[src/i2crr_pkg.sv]
`default_nettype none
package i2crr_pkg;

	localparam int PHASE_W = 7;

	localparam logic [PHASE_W-1:0] PH_ADDR_W  = 7'd3;
	localparam logic [PHASE_W-1:0] PH_REG     = 7'd30;
	localparam logic [PHASE_W-1:0] PH_RESTART = 7'd57;
	localparam logic [PHASE_W-1:0] PH_ADDR_R  = 7'd60;
	localparam logic [PHASE_W-1:0] PH_READ    = 7'd87;
	localparam logic [PHASE_W-1:0] PH_STOP    = 7'd106;
	localparam logic [PHASE_W-1:0] PH_LAST    = 7'd108;

	localparam logic [6:0] DEVICE_ADDRESS_RESET   = 7'h15;
	localparam logic [7:0] REGISTER_ADDRESS_RESET = 8'h02;

	localparam logic CFG_DEVICE_ADDRESS   = 1'b0;
	localparam logic CFG_REGISTER_ADDRESS = 1'b1;

	typedef struct packed {
		logic scl;
		logic sda;
		logic ack_sample;
		logic data_sample;
		logic wslot_end;
		logic last;
	} phase_ctl_t;

endpackage
`default_nettype wire

[src/i2crr_phase_dec.sv]
`default_nettype none
module i2crr_phase_dec
	import i2crr_pkg::*;
(
	input  wire logic [PHASE_W-1:0] phase,
	input  wire logic [6:0]         device_address,
	input  wire logic [7:0]         register_address,
	output phase_ctl_t              ctl
);

	logic [PHASE_W-1:0] wbase;
	logic [PHASE_W-1:0] wdiff;
	logic [7:0]         wbyte;
	logic [4:0]         o;
	logic [8:0]         prod;
	logic [2:0]         q;
	logic [4:0]         r;
	logic [PHASE_W-1:0] rdiff;
	logic [4:0]         ro;

	always_comb begin
		if (phase < PH_REG) begin
			wbase = PH_ADDR_W;
			wbyte = {device_address, 1'b0};
		end else if (phase < PH_RESTART) begin
			wbase = PH_REG;
			wbyte = register_address;
		end else begin
			wbase = PH_ADDR_R;
			wbyte = {device_address, 1'b1};
		end
		wdiff = phase - wbase;
		o     = wdiff[4:0];
		// Bit number within the byte is o / 3, taken as (o * 11) >> 5 for o below 24.
		prod  = {4'b0, o} * 9'd11;
		q     = prod[7:5];
		r     = o - ({2'b0, q} + {1'b0, q, 1'b0});
		rdiff = phase - PH_READ;
		ro    = rdiff[4:0];

		ctl = '{scl: 1'b1, sda: 1'b1, ack_sample: 1'b0, data_sample: 1'b0,
			wslot_end: 1'b0, last: 1'b0};

		if (phase < PH_ADDR_W) begin
			ctl.scl = (phase < 7'd2);
			ctl.sda = (phase == 7'd0);
		end else if (phase < PH_RESTART || (phase >= PH_ADDR_R && phase < PH_READ)) begin
			if (o < 5'd24) begin
				ctl.scl = (r == 5'd1);
				ctl.sda = wbyte[3'd7 - q];
			end else if (o == 5'd25) begin
				ctl.scl        = 1'b1;
				ctl.ack_sample = 1'b1;
			end else begin
				ctl.scl       = 1'b0;
				ctl.wslot_end = (o == 5'd26);
			end
		end else if (phase < PH_ADDR_R) begin
			ctl.scl = (phase < PH_RESTART + 7'd2);
			ctl.sda = (phase == PH_RESTART);
		end else if (phase < PH_STOP) begin
			if (ro < 5'd16) begin
				ctl.scl         = ~ro[0];
				ctl.data_sample = ~ro[0];
			end else begin
				ctl.scl = (ro == 5'd17);
			end
		end else if (phase < PH_LAST) begin
			ctl.scl = (phase != PH_STOP);
			ctl.sda = 1'b0;
		end else begin
			ctl.last = 1'b1;
		end
	end

endmodule
`default_nettype wire

[src/i2c_register_read_master.sv]
// Bit-level I2C master that reads one register byte. Every input item is one bus phase tick:
// it carries a go flag and the SDA level sampled at the end of the tick, and produces exactly
// one output item with the SCL and SDA levels to drive for that phase plus status. A go while
// idle starts start, address+write, register byte, repeated start, address+read, one byte
// answered with NACK and stop, 109 ticks in all; a NACK on an address or register byte skips
// to stop and ends with ok low. The last item of a transaction is marked by m_tlast. One item
// is accepted per clock cycle unless m_tready stalls the output; each item passes the input
// register and then the output register; phase counter and shift register step per item.
// The user must write configuration only while idle; the block itself does not enforce this.
`default_nettype none
module i2c_register_read_master
	import i2crr_pkg::*;
(
	input  wire logic        clk,
	input  wire logic        arst_n,
	input  wire logic        cfg_we,
	input  wire logic        cfg_index,
	input  wire logic [7:0]  cfg_data,
	input  wire logic        s_tvalid,
	output logic             s_tready,
	input  wire logic [7:0]  s_tdata,   // go, sda_level, zero fill
	output logic             m_tvalid,
	input  wire logic        m_tready,
	output logic [15:0]      m_tdata,   // scl_level, sda_drive, busy_res, ok, read_value, wake
	output logic             m_tlast    // done_res
);

	logic [6:0]         device_address_q;
	logic [7:0]         register_address_q;
	logic               valid_s1;
	logic               go_s1;
	logic               sda_s1;
	logic [PHASE_W-1:0] phase_q;
	logic [7:0]         shift_q;
	logic               nack_q;
	logic               active_q;
	logic               out_valid_q;
	logic [12:0]        out_data_q;
	logic               out_last_q;

	logic               advance;
	logic               act;
	logic               start;
	logic [PHASE_W-1:0] p;
	logic [7:0]         shift_cur;
	logic               nack_cur;
	phase_ctl_t         ctl;
	logic               nack_n;
	logic [7:0]         shift_n;
	logic [PHASE_W-1:0] phase_n;
	logic               okv;
	logic [7:0]         val;
	logic               wk;
	logic [12:0]        res_data;
	logic               res_last;

	i2crr_phase_dec u_dec (
		.phase            (p),
		.device_address   (device_address_q),
		.register_address (register_address_q),
		.ctl              (ctl)
	);

	assign advance  = valid_s1 && (!out_valid_q || m_tready);
	assign s_tready = !valid_s1 || advance;

	always_comb begin
		start     = !active_q && go_s1;
		act       = active_q || go_s1;
		p         = active_q ? phase_q : '0;
		shift_cur = start ? 8'd0 : shift_q;
		nack_cur  = start ? 1'b0 : nack_q;
		nack_n    = nack_cur | (ctl.ack_sample & sda_s1);
		shift_n   = ctl.data_sample ? {shift_cur[6:0], sda_s1} : shift_cur;
		if (ctl.last) begin
			phase_n = '0;
		end else if (ctl.wslot_end && nack_n) begin
			phase_n = PH_STOP;
		end else begin
			phase_n = p + 7'd1;
		end
		okv = act && ctl.last && !nack_cur;
		val = okv ? shift_cur : 8'd0;
		wk  = okv && (val != 8'd0);
		if (act) begin
			res_data = {wk, val, okv, 1'b1, ctl.sda, ctl.scl};
			res_last = ctl.last;
		end else begin
			res_data = {1'b0, 8'd0, 1'b0, 1'b0, 1'b1, 1'b1};
			res_last = 1'b0;
		end
	end

	always_ff @(posedge clk or negedge arst_n) begin
		if (!arst_n) begin
			device_address_q   <= DEVICE_ADDRESS_RESET;
			register_address_q <= REGISTER_ADDRESS_RESET;
		end else if (cfg_we) begin
			case (cfg_index)
				CFG_DEVICE_ADDRESS:   device_address_q   <= cfg_data[6:0];
				CFG_REGISTER_ADDRESS: register_address_q <= cfg_data;
				default:              ;
			endcase
		end
	end

	always_ff @(posedge clk or negedge arst_n) begin
		if (!arst_n) begin
			valid_s1 <= 1'b0;
		end else if (s_tready) begin
			valid_s1 <= s_tvalid;
		end
	end

	always_ff @(posedge clk) begin
		if (s_tready && s_tvalid) begin
			go_s1  <= s_tdata[0];
			sda_s1 <= s_tdata[1];
		end
	end

	always_ff @(posedge clk or negedge arst_n) begin
		if (!arst_n) begin
			phase_q  <= '0;
			shift_q  <= '0;
			nack_q   <= 1'b0;
			active_q <= 1'b0;
		end else if (advance && act) begin
			phase_q  <= phase_n;
			shift_q  <= shift_n;
			nack_q   <= nack_n;
			active_q <= !ctl.last;
		end
	end

	always_ff @(posedge clk or negedge arst_n) begin
		if (!arst_n) begin
			out_valid_q <= 1'b0;
		end else if (advance) begin
			out_valid_q <= 1'b1;
		end else if (m_tready) begin
			out_valid_q <= 1'b0;
		end
	end

	always_ff @(posedge clk) begin
		if (advance) begin
			out_data_q <= res_data;
			out_last_q <= res_last;
		end
	end

	assign m_tvalid = out_valid_q;
	assign m_tdata  = {3'b0, out_data_q};
	assign m_tlast  = out_last_q;

endmodule
`default_nettype wire

[config.mk]
export PLATFORM = sky130hd
export DESIGN_NAME = i2c_register_read_master
export DESIGN_NICKNAME = d
export VERILOG_FILES = /design/src/i2crr_pkg.sv /design/src/i2crr_phase_dec.sv /design/src/i2c_register_read_master.sv
export SDC_FILE = /design/constraint.sdc
export NUM_CORES = 1
export LEC_CHECK = 0
export BUFFER_PORTS_ARGS = -buffer_cell sky130_fd_sc_hd__buf_2
export CORE_MARGIN = 2
export CORE_UTILIZATION = 57
export DETAILED_ROUTE_END_ITERATION = 7
export HOLD_SLACK_MARGIN = 0.15
export PLACE_DENSITY = 0.79
export SYNTH_ARGS = -nofsm -noshare
export SYNTH_HDL_FRONTEND = slang
export SYNTH_SLANG_ARGS = --single-unit
[constraint.sdc]
create_clock -name clk -period 10 [get_ports clk]
set_input_delay 0.5 -clock clk [delete_from_list [all_inputs] [get_ports clk]]
set_output_delay 0.5 -clock clk [all_outputs]
set_load 0.1 [all_outputs]
==> metrics.log <==
INFO  metric run_status = finished clean
INFO  metric pin_count_of_the_biggest_net_entering_global_routing = 35
INFO  metric critPathLaunchType = register
INFO  metric ctsLongestPathBuffers = 2
INFO  metric critPathMostFrequentCell = ha_1
INFO  metric critical_path.max_stage_delay = around 0.84 ns
INFO  metric layout-drive-gt1-share = roughly a fifth
INFO  metric die_area = approximately 6400 sq um
INFO  metric critPathMaxFanout = 26
INFO  metric first_global_vias = approximately 2.4k
INFO  metric place_area = 3470 sq um
INFO  metric clk_pin_slew_worst_paths = about 0.090 ns
INFO  metric horizontal_die_dimension = about 80 um
INFO  metric first_iter_violations = ~200
INFO  metric clock_sinks = 50
INFO  metric num-nets-final = approximately 390
INFO  metric synth.cell_area = between 3000 and 4000 sq um
INFO  metric post-route-util = between 60 and 70%
INFO  metric grt_util_all_layers = a little under a quarter
INFO  metric source_to_sink_clock_delay_at_the_later_pin_of_the_worst_skew_pair = 0.30 ns
INFO  metric num_rows = 27
INFO  metric design.core.area = 5570 sq um
INFO  metric crit_buf_inv = 3
INFO  metric syn_inst = roughly 320
INFO  metric cap_viol_max_count = 0
INFO  metric slew-limit-headroom = a little under half
INFO  metric ctsHoldBuffers = 0
INFO  metric final_layout_setup_total_negative_slack = 0 ns
INFO  metric initial_antenna_violation_count = 0
INFO  metric setup.worst_path.class = reg2reg
INFO  metric maxSlewViolCount = 0
INFO  metric timing.critical_path.to_type = register
INFO  metric timing_hold_violations_final = 0
INFO  metric critical_path.cell_chain = nand2_1 -> o21ai_0 -> inv_1 -> ha_1 -> o21ai_0 -> nand2b_1 -> xnor2_1 -> inv_1 -> ha_1 -> ha_1 -> xor2_1 -> ha_1 -> nor3_1 -> a211oi_2 -> xor2_1 -> fa_1 -> inv_1 -> ha_1 -> xnor2_1 -> nor3b_1 -> nand3b_1 -> nor3_1 -> o221ai_1 -> a21oi_1
INFO  metric drc_errors = 0
INFO  metric rsz0062_at_grt = false
INFO  metric clockRootBuffer = clkbuf_8
INFO  metric final_area = around 3600 sq um
INFO  metric clock_tree.htree_level_count = 2
INFO  metric antenna_cells = 0
INFO  metric detail_route.first_pass.iterations = 5
INFO  metric cts.repair_timing.setup_buffer_count = 0
INFO  metric wire_per_inst = approximately 16 um
INFO  metric reg2reg_slack = approximately 2.8 ns
INFO  metric totalWireLength = around 6600 um
INFO  metric cts_tree = built
INFO  metric period_minus_slack = ~7 ns
INFO  metric min_delay_path_class = in2async
INFO  metric number_of_gates_resized_after_cts = 0
INFO  metric wire_length_of_the_first_global_routing_pass = around 12000 um
INFO  metric critPathRequiredTime = a little over 10 ns
INFO  metric synth.distinct_cells = between 60 and 70
INFO  metric ys_async_sr_fraction = about two thirds
INFO  metric clock_skew = around 0.0059 ns
INFO  metric worstMarginPinSlew = around 0.78 ns
INFO  metric fin_crit_sh = 71.9%
INFO  metric synth.yosys.seq_area_share = about two fifths
INFO  metric route.antenna.remaining_nets = 0
INFO  metric grt_remaining_overflow = 0
INFO  metric cts_buffers = 5
INFO  metric synthesis.area_per_instance = about 10 sq um
INFO  metric reg2reg_from = active_q
INFO  metric achievable-frequency = approximately 140 MHz
INFO  metric die_h = approximately 80 um
INFO  metric synth_enable_flop_cells = 16
INFO  metric yosys_register_bits = 50
INFO  metric cp_data_arrival_time = approximately 7.3 ns
INFO  metric initial_cell_density_of_the_core = about three fifths
INFO  metric detail_route.vias_per_cell = ~6
INFO  metric synth-warning-count = 0
INFO  metric setup_slack = 2.81 ns
INFO  metric timing.final.setup_violations = 0
INFO  metric top_level_ports = around 40
INFO  metric critical_path.slowest_cell = dfrtp_1
INFO  metric timing.critical_path.from = active_q
INFO  metric route.vias.total = 2511
INFO  metric gp_congestion = between 0.8 and 0.9
INFO  metric dominantRegCellSynth = dfrtp_1
INFO  metric synthToLayoutAreaGrowth = 8.39%
INFO  metric place_ws = a little under 3 ns
INFO  metric portBuffers = 31
INFO  metric dp_hpwl = around 5000 um
INFO  metric worst_path_dominant_cell_family = adder cells
## area by class of cell
| cell class | instances | area, sq um |
|---|---|---|
| Clock inverter | 2 | 38.8 |
| Timing Repair Buffer | 31 | 155 |
| Tap cell | 72 | 90.1 |
| Clock buffer | 6 | 82.6 |
| Fill cell | 447 | 1980 |
| Inverter | 24 | 90.1 |
| Multi-Input combinational cell | 233 | 1800 |
| Sequential cell | 50 | 1340 |
## kinds of logic (layout without fill, tap and decap cells)
family / count (synthesis) / after routing / share of synthesized area, %
buffers and inverters: 42 / 63 / 5.63
flip-flops: 50 / 50 / 40.3
other: 1 / 3 / 0.113
AND/OR/NAND/NOR: 104 / 104 / 17.3
AO/OA/AOI/OAI: 70 / 70 / 15.5
multiplexers: 20 / 20 / 7.40
adder cells (fa/ha/maj): 26 / 26 / 10.5
XOR/XNOR: 10 / 10 / 3.21
## cell usage in the layout, fill, tap and decap left out, drive strengths merged, types with 13 or more instances in the layout
cell type	netlist	routed
buf	8	31
nor2	15	15
ha	23	23
mux2	16	16
a21oi	14	14
edfxtp	16	16
inv	24	25
dfrtp	30	30
o21ai	17	17
nand2	20	20
and2	13	13
## sequential cells by signal, summed over array words and instances, names as in the netlist
| signal | count |
|---|---|
| device_address_q | 7 |
| valid_s1 | 1 |
| m_tlast | 1 |
| m_tvalid | 1 |
| register_address_q | 8 |
| out_data_q | 13 |
| active_q | 1 |
| phase_q | 7 |
| go_s1 | 1 |
| sda_s1 | 1 |
| nack_q | 1 |
| shift_q | 8 |
## worst paths after layout
check                                   endpoint  depth (start not counted)
max reg2reg                        out_data_q[0]                         24
max in group asynchronous  register_address_q[6]                          1
min reg2reg                register_address_q[5]                          1
max                                out_data_q[0]                         24
min                                   shift_q[2]                          1
min in group clk                          sda_s1                          1
## routing by layer
layer	wire length, um	vias to the layer above	GRT usage, %
li1	-	1209	-
met1	2930	1209	32.0
met2	3300	80	38.7
met3	264	13	2.70
met4	110	0	5.59
met5	0	-	0
## stage by stage
stage / cells / hold WS, ns
final: 418 / 0.236
after global routing: 418 / 0.307
after CTS: 418 / 0.266
after detailed placement: 410 / 0.493
after global placement: 410 / 0.484
after floorplan: 325 / 0.204
## synth_stat cells (4+ instances only)
cell	count	area share [%]
and2_1	12	2.3
nand2b_1	8	1.5
a21o_1	4	0.91
dfstp_2	4	3.2
nor2_1	15	1.7
a22o_1	10	2.6
inv_1	24	2.7
nor2b_1	5	0.94
a21oi_1	14	2.1
clkbuf_1	10	1.1
xnor2_1	6	1.6
o21ai_0	14	2.1
mux2_2	16	5.4
nor3_1	9	1.4
dfrtp_1	30	23
edfxtp_1	16	15
and3_1	4	0.76
nand3_1	7	1.1
nor4_1	4	0.76
ha_1	23	8.7
nand2_1	20	2.3
Power is not shown: default switching activity piles up to over one toggle a cycle in this logic, so the estimate is an artifact.
